### src/design/drc_pkg.sv
// shared types and constants of the dirty rectangle coalescer
`default_nettype none

package drc_pkg;

    // default sizing of the rectangle table and minimum rectangle edge
    localparam int DRC_MAX_RECTS     = 32;
    localparam int DRC_MIN_RECT_SIZE = 32;

    // field widths, areas sized for the full 15-bit texture range
    localparam int IN_W       = 16;
    localparam int COORD_W    = 15;
    localparam int AREA_W     = 30;
    localparam int SUM_W      = AREA_W + 1;
    localparam int CMP_W      = 36;
    localparam int CFG_W      = 15;
    localparam int CFG_ADDR_W = 1;

    // merge ratio: union area times MERGE_DEN against area sum times MERGE_NUM
    localparam int MERGE_NUM = 23;
    localparam int MERGE_DEN = 20;

    // register reset values
    localparam logic [CFG_W-1:0] TEX_WIDTH_RESET  = 15'd1920;
    localparam logic [CFG_W-1:0] TEX_HEIGHT_RESET = 15'd1080;

    // configuration register indexes
    typedef enum logic [CFG_ADDR_W-1:0] {
        REG_TEX_WIDTH  = 1'b0,
        REG_TEX_HEIGHT = 1'b1
    } cfg_reg_t;

    // rectangle with inclusive low and exclusive high edges
    typedef struct packed {
        logic [COORD_W-1:0] l;
        logic [COORD_W-1:0] t;
        logic [COORD_W-1:0] r;
        logic [COORD_W-1:0] b;
    } rect_t;

    // one table entry: rectangle plus its area
    typedef struct packed {
        rect_t              rect;
        logic [AREA_W-1:0]  area;
    } entry_t;

    // candidate rectangle travelling down the cell row
    typedef struct packed {
        logic   valid;
        entry_t ent;
    } token_t;

    // control from the sequencer to one cell
    typedef struct packed {
        logic occupied;
        logic force_merge;
        logic shift;
    } cell_ctrl_t;

    // status from one cell to the sequencer
    typedef struct packed {
        logic hit;
        logic append;
    } cell_stat_t;

endpackage

`default_nettype wire

### src/design/drc_cell.sv
// one table cell: holds an entry, tests the passing candidate and merges or appends it
`default_nettype none

module drc_cell
(
    input  wire                  clk,
    input  wire                  rst_n,
    input  wire drc_pkg::cell_ctrl_t ctrl,
    input  wire drc_pkg::token_t tok_in,
    output drc_pkg::token_t      tok_out,
    input  wire drc_pkg::entry_t shift_in,
    output drc_pkg::entry_t      entry_out,
    output drc_pkg::cell_stat_t  stat
);
    import drc_pkg::*;

    entry_t               entry_reg;
    logic                 a_valid_reg;
    entry_t               a_tok_reg;
    rect_t                u_rect_reg;
    logic [AREA_W-1:0]    u_area_reg;

    rect_t                u_rect;
    logic [2*COORD_W-1:0] u_prod;
    logic [SUM_W-1:0]     area_sum;
    logic [CMP_W-1:0]     lhs;
    logic [CMP_W-1:0]     rhs;
    logic                 merge_ok;
    logic                 hit;

    // union of the stored entry with the incoming candidate
    always_comb
    begin
        u_rect.l = (entry_reg.rect.l < tok_in.ent.rect.l) ? entry_reg.rect.l : tok_in.ent.rect.l;
        u_rect.t = (entry_reg.rect.t < tok_in.ent.rect.t) ? entry_reg.rect.t : tok_in.ent.rect.t;
        u_rect.r = (entry_reg.rect.r > tok_in.ent.rect.r) ? entry_reg.rect.r : tok_in.ent.rect.r;
        u_rect.b = (entry_reg.rect.b > tok_in.ent.rect.b) ? entry_reg.rect.b : tok_in.ent.rect.b;
        u_prod   = (2*COORD_W)'(u_rect.r - u_rect.l) * (2*COORD_W)'(u_rect.b - u_rect.t);
    end

    // first stage: latch candidate, union and union area
    always_ff @(posedge clk or negedge rst_n)
    begin
        if (!rst_n)
        begin
            a_valid_reg <= 1'b0;
        end
        else
        begin
            a_valid_reg <= tok_in.valid;
        end
    end

    always_ff @(posedge clk)
    begin
        a_tok_reg  <= tok_in.ent;
        u_rect_reg <= u_rect;
        u_area_reg <= u_prod[AREA_W-1:0];
    end

    // second stage: ratio test against the area sum
    always_comb
    begin
        area_sum = SUM_W'(entry_reg.area) + SUM_W'(a_tok_reg.area);
        lhs      = CMP_W'(MERGE_DEN) * CMP_W'(u_area_reg);
        rhs      = CMP_W'(MERGE_NUM) * CMP_W'(area_sum);
        merge_ok = (lhs <= rhs);
        hit      = a_valid_reg && (!ctrl.occupied || merge_ok || ctrl.force_merge);
    end

    // entry update: merge, append, or shift toward the output during emission
    always_ff @(posedge clk)
    begin
        if (hit)
        begin
            if (ctrl.occupied)
            begin
                entry_reg.rect <= u_rect_reg;
                entry_reg.area <= u_area_reg;
            end
            else
            begin
                entry_reg <= a_tok_reg;
            end
        end
        else if (ctrl.shift)
        begin
            entry_reg <= shift_in;
        end
    end

    // candidate moves on only when this cell did not take it
    assign tok_out.valid = a_valid_reg && !hit;
    assign tok_out.ent   = a_tok_reg;
    assign entry_out     = entry_reg;
    assign stat.hit      = hit;
    assign stat.append   = hit && !ctrl.occupied;

endmodule

`default_nettype wire

### config.mk
export PLATFORM = sky130hd
export DESIGN_NAME = drc_cell
export DESIGN_NICKNAME = d
export VERILOG_FILES = /design/src/design/drc_pkg.sv /design/src/design/drc_cell.sv
export SDC_FILE = /design/constraint.sdc
export NUM_CORES = 1
export LEC_CHECK = 0
export BUFFER_PORTS_ARGS = -buffer_cell sky130_fd_sc_hd__buf_2
export CORE_UTILIZATION = 40
export DETAILED_ROUTE_END_ITERATION = 6
export GPL_ROUTABILITY_DRIVEN = 0
export SLEW_MARGIN = 10
export SYNTH_ARGS = -nofsm -noshare
export SYNTH_HDL_FRONTEND = slang
export SYNTH_SLANG_ARGS = --single-unit
### constraint.sdc
create_clock -name clk -period 19.2 [get_ports clk]
set_input_delay 0.96 -clock clk [delete_from_list [all_inputs] [get_ports clk]]
set_output_delay 0.96 -clock clk [all_outputs]
set_load 0.02 [all_outputs]
**Word-level counts from Yosys, hierarchy flattened**

Index checks and enable logic that the tools add are counted.

- Register bits after elaboration: 271
- Logic and storage cells: 42
- Input port bits: 186
- Output and inout bits: 183

- $add $sub $neg: 3
- Reductions and logical operators: 8
- Multiply operators: 3
- Mux-type cells: 7
- Order comparisons: 5

Operators with widths:

| operator | number |
|---|---|
| $mux 90 | 3 |
| $mux 15 | 4 |
| $le 35x36->1 | 1 |
| $mul 5x31->36 const A | 1 |
| $mul 3x30->33 const A | 1 |
| $sub 15x15->16 | 2 |
| $add 30x30->31 | 1 |
| $gt 15x15->1 | 2 |
| $lt 15x15->1 | 2 |
| $mul 16x16->30 | 1 |
| $logic_and 1x1->1 | 3 |
| $logic_not 1->1 | 2 |
| $logic_or 1x1->1 | 2 |
| $reduce_bool 2->1 | 1 |

**Logic depth before layout (Yosys ltp)**

- Word-level depth: 8
- Gate-level depth with buffers: 54

**Worst setup path before layout**

No wires, ideal clock.

- Path type: input to register
- From: in tok_in[76] (netlist bit)
- To: reg u_area_reg[29]
- Slack: 7.550 ns
- Library setup time: 0.121 ns
- Stages on the path: 50
- Arrival: 11.529 ns
- Data required time: 19.079 ns
- Buffers on the path: 3
- Cells stage by stage: inv_1 ha_1 a21o_1 a21o_1 a21o_1 a21o_1 a21o_1 a21o_1 a21o_1 a211oi_1 o21ai_0 a31o_2 a21o_1 clkbuf_1 buf_2 mux2i_1 ha_1 nor2b_1 [14 not listed] inv_1 fa_1 fa_1 inv_1 fa_1 inv_1 ha_1 o21a_1 nor2_1 nor2b_1 o31ai_1 o21ai_0 a31oi_1 or3_1 o21ai_0 xnor2_1 xnor2_1 xnor2_1

- Longest elaborated chain between the ends: 4

RTL lines:

| what | RTL line | source |
|---|---|---|
| start, declared | drc_cell.sv:9 | `input wire drc_pkg::token_t tok_in,` |
| $lt 15x15->1 | drc_cell.sv:34 | `u_rect.l = (entry_reg.rect.l < tok_in.ent.rect.l) ? entry_reg.rect.l : tok_in.ent.rect.l;` |
| $mux 15 * | drc_cell.sv:34 |  |
| $sub 15x15->16 * | drc_cell.sv:38 | `u_prod = (2*COORD_W)'(u_rect.r - u_rect.l) * (2*COORD_W)'(u_rect.b - u_rect.t);` |
| $mul 16x16->30 * | drc_cell.sv:38 |  |
| named net u_prod[29] | drc_cell.sv:24 | `logic [2*COORD_W-1:0] u_prod;` |
| end signal, assigned | drc_cell.sv:58 | `u_area_reg <= u_prod[AREA_W-1:0];` |
| end, declared | drc_cell.sv:21 | `logic [AREA_W-1:0] u_area_reg;` |

Mark *: on every way through the listed nets, which the timed path passes. The rest lies on a longest branch.
A chain may end at the register's enable or synchronous reset.

**Worst setup path in the final report**

Ends and elaborated chain as after synthesis.

==> flow_summary_export.csv <==
group,metric,value,unit
status,outcome,"finished clean",
synthesis,synth.most_common_cell,"inv_1",
job,cap_violations,0,
grt,grt_max_degree,53,
synthesis,yosys_warnings,0,
drt,ant_nets,0,
timing,skew,0.0272,ns
floorplan,rows,97,
grt,overflow,0,
worst_setup_path,crit_path_max_fanout,10,
timing,finalCritPeriodShare,62.8,%
timing,maxSlewHeadroom,18.2,%
grt,grt_util_all_layers,20.6,%
synthesis,synthesis.area,28800,um^2
drt,drcViolationCount,0,
worst_setup_path,cpMaxStageDelayCell,"xor2_1",
synthesis,synth-edff-count,90,
timing,tns,0,ns
floorplan,die_area,73000,um^2
worst_setup_path,worstRegToRegCells,46,
worst_setup_path,rr_startpoint,"entry_out[76]",
synthesis,ys_async_sr_fraction,0.369,%
synthesis,synth_seq_cells,271,
worst_setup_path,cpPeakStageDelay,0.70,ns
drt,first_pass_iters,5,
synthesis,synth_common_cells,"548 x inv_1, 356 x ha_1, 308 x fa_1, 213 x nand2_1, 190 x nor2_1",
worst_setup_path,cp.arrival,12.49,ns
clock_network,clock-sinks,271,
cells_and_area,regArea,6330,um^2
synthesis,synth_flop_cell,"dfxtp_1",
drt,avgRoutedWirePerCell,17.2,um
clock_network,cts_root_buffer,"clkbuf_16",
clock_network,clock_latency,0.57,ns
place,portBuffers,368,
floorplan,start_util,40.8,%
floorplan,core,70600,um^2
place,dp_hpwl,62200,um
cells_and_area,n_antenna_cell,0,
clock_network,cts_inserted_buffers,34,
timing,period_minus_slack,12.06,ns
synthesis,syn_inst,2969,
cells_and_area,final_util,46.4,%
worst_setup_path,required,19.63,ns
floorplan,die_height,270,um
clock_network,clk_pin_slew_worst_paths,0.05,ns
clock_network,cts_resized,0,
clock_network,cts_max_path_buffers,3,
drt,routed_wl,74200,um
timing,finalMaxSlewViolations,0,
clock_network,cts_tree,"done",
worst_hold_path,hp-class,"in2async",
synthesis,synth_top_area_cell,"fa_1",
grt,grt_pass1_wl,120000,um
worst_setup_path,path_buf_inv,5,
cells_and_area,num-nets-final,4189,
floorplan,die_w,270,um
synthesis,ys_types,77,
grt,antenna_found_initial,3,
synthesis,synth.area.top_cells,"fa_1 21%, ha_1 15%, dfxtp_1 13%, edfxtp_1 9.4%, inv_1 7.1%",
worst_setup_path,worstSetupPathType,"in2reg",
worst_setup_path,crit_family,"compound AO/OA/AOI/OAI gates",
worst_setup_path,start_kind,"primary input",
timing,finalSetupViolCount,0,
clock_network,cts_setup_buffers,0,
drt,via_per_inst,4.94,
clock_network,holdBufCountCts,0,
floorplan,ios,369,
drt,drt_iter0_markers,946,
grt,grt_pass1_vias,22014,
synthesis,synth_nets,3819,
worst_setup_path,cp-end-kind,"register",
synthesis,avgSynthCellArea,9.70,um^2
cells_and_area,fill_cells,6846,
cells_and_area,multi_input_area,20100,um^2
timing,max_freq,82.9,MHz
timing,final-hold-violation-count,0,
clock_network,cts.htree.levels,2,
cells_and_area,area_growth,13.9,%
timing,grt_setup_unrepaired,"false",
synthesis,synth-seq-area-share,22.0,%
cells_and_area,drive_above_1_share,17.4,%
drt,vias,21263,
worst_setup_path,rrSetupSlack,7.25,ns
worst_setup_path,reg2reg_to,"u_area_reg[29]",
worst_setup_path,cp_common_cell,"a21o_1",
synthesis,synth_top_area_share,21.4,%
timing,tightestPinTransition,1.22,ns
==> layer usage <==
layer	global-route usage, %	vias up	wire (um)
met4	5.58	4	1890
met3	3.08	98	3450
met2	34.6	464	34500
met1	27.5	10185	34400
li1	-	10512	-
met5	0	-	27
==> how the worst max path moves through the flow <==
stage | startpoint | end | slack, ns | cells after the start
after floorplan | tok_in[76] | u_area_reg[29] | 7.55 | 50
after global placement | tok_in[76] | u_area_reg[29] | 6.66 | 48
after detailed placement | tok_in[76] | u_area_reg[29] | 6.54 | 48
after CTS | tok_in[76] | u_area_reg[29] | 7.07 | 48
after global routing | tok_in[46] | u_area_reg[29] | 6.33 | 49
final | tok_in[76] | u_area_reg[29] | 7.14 | 48
==> layout by cell type, fill, tap and decap left out, types with 7 or more instances in the layout <==
| master | count |
|---|---|
| a211o_1 | 8 |
| a211oi_1 | 9 |
| a21o_1 | 79 |
| a21oi_1 | 124 |
| a31oi_1 | 11 |
| and2_1 | 30 |
| and3_1 | 9 |
| buf_2 | 367 |
| buf_4 | 23 |
| clkbuf_1 | 8 |
| clkbuf_16 | 35 |
| dfxtp_1 | 180 |
| edfxtp_1 | 90 |
| fa_1 | 308 |
| ha_1 | 356 |
| inv_1 | 548 |
| mux2_1 | 88 |
| mux2_2 | 106 |
| mux2i_1 | 22 |
| nand2_1 | 213 |
| nand2b_1 | 32 |
| nand3_1 | 22 |
| nand4_1 | 16 |
| nor2_1 | 190 |
| nor2b_1 | 33 |
| nor3_1 | 28 |
| o21a_1 | 19 |
| o21ai_0 | 108 |
| o21bai_1 | 25 |
| or2_2 | 7 |
| xnor2_1 | 98 |
| xor2_1 | 49 |
==> through the flow <==
| stage | hold slack [ns] | cells | worst slack (ns) | cell area [um^2] |
|---|---|---|---|---|
| 6_report | 0.182 | 4305 | 7.14 | 32800 |
| 5_1_grt | 0.170 | 4305 | 6.33 | 32800 |
| 4_1_cts | 0.156 | 4305 | 7.07 | 32800 |
| 3_5_place_dp | 0.561 | 4243 | 6.54 | 31700 |
| 3_3_place_gp | 0.562 | 4243 | 6.66 | 31700 |
| 2_1_floorplan | 0.615 | 2969 | 7.55 | 28800 |
==> kinds of logic after synthesis <==
| logic type | synth area share (%) |
|---|---|
| AOI/OAI and AO/OA | 10.2 |
| xor gates and xnor gates | 4.56 |
| muxes | 8.40 |
| adders and majority gates | 37.0 |
| DFF | 22.0 |
| and+or+nand+nor | 9.58 |
| buffers and inverters | 8.22 |
==> layout make-up <==
type	instances	share of cell area [%]
multi-input cells	2092	61.3
clock inverters	14	0.382
repair buffers	390	6.13
inverters	550	6.30
well taps	940	3.59
clock buffers	48	2.97
flip-flops and latches	271	19.3
==> worst register-to-register path: cells and delay by family, from the launching register on <==
family	cells	cell delay, ns
AOI/OAI and AO/OA	24	5.17
adders and majority gates	9	3.87
xor gates and xnor gates	4	1.12
and+or+nand+nor	5	0.88
DFF	1	0.43
muxes	1	0.21
buffers and inverters	3	0.14
Power is left out: the tool's default activity adds up to more than one toggle a clock period on the data nets, which glitch-free logic cannot reach.
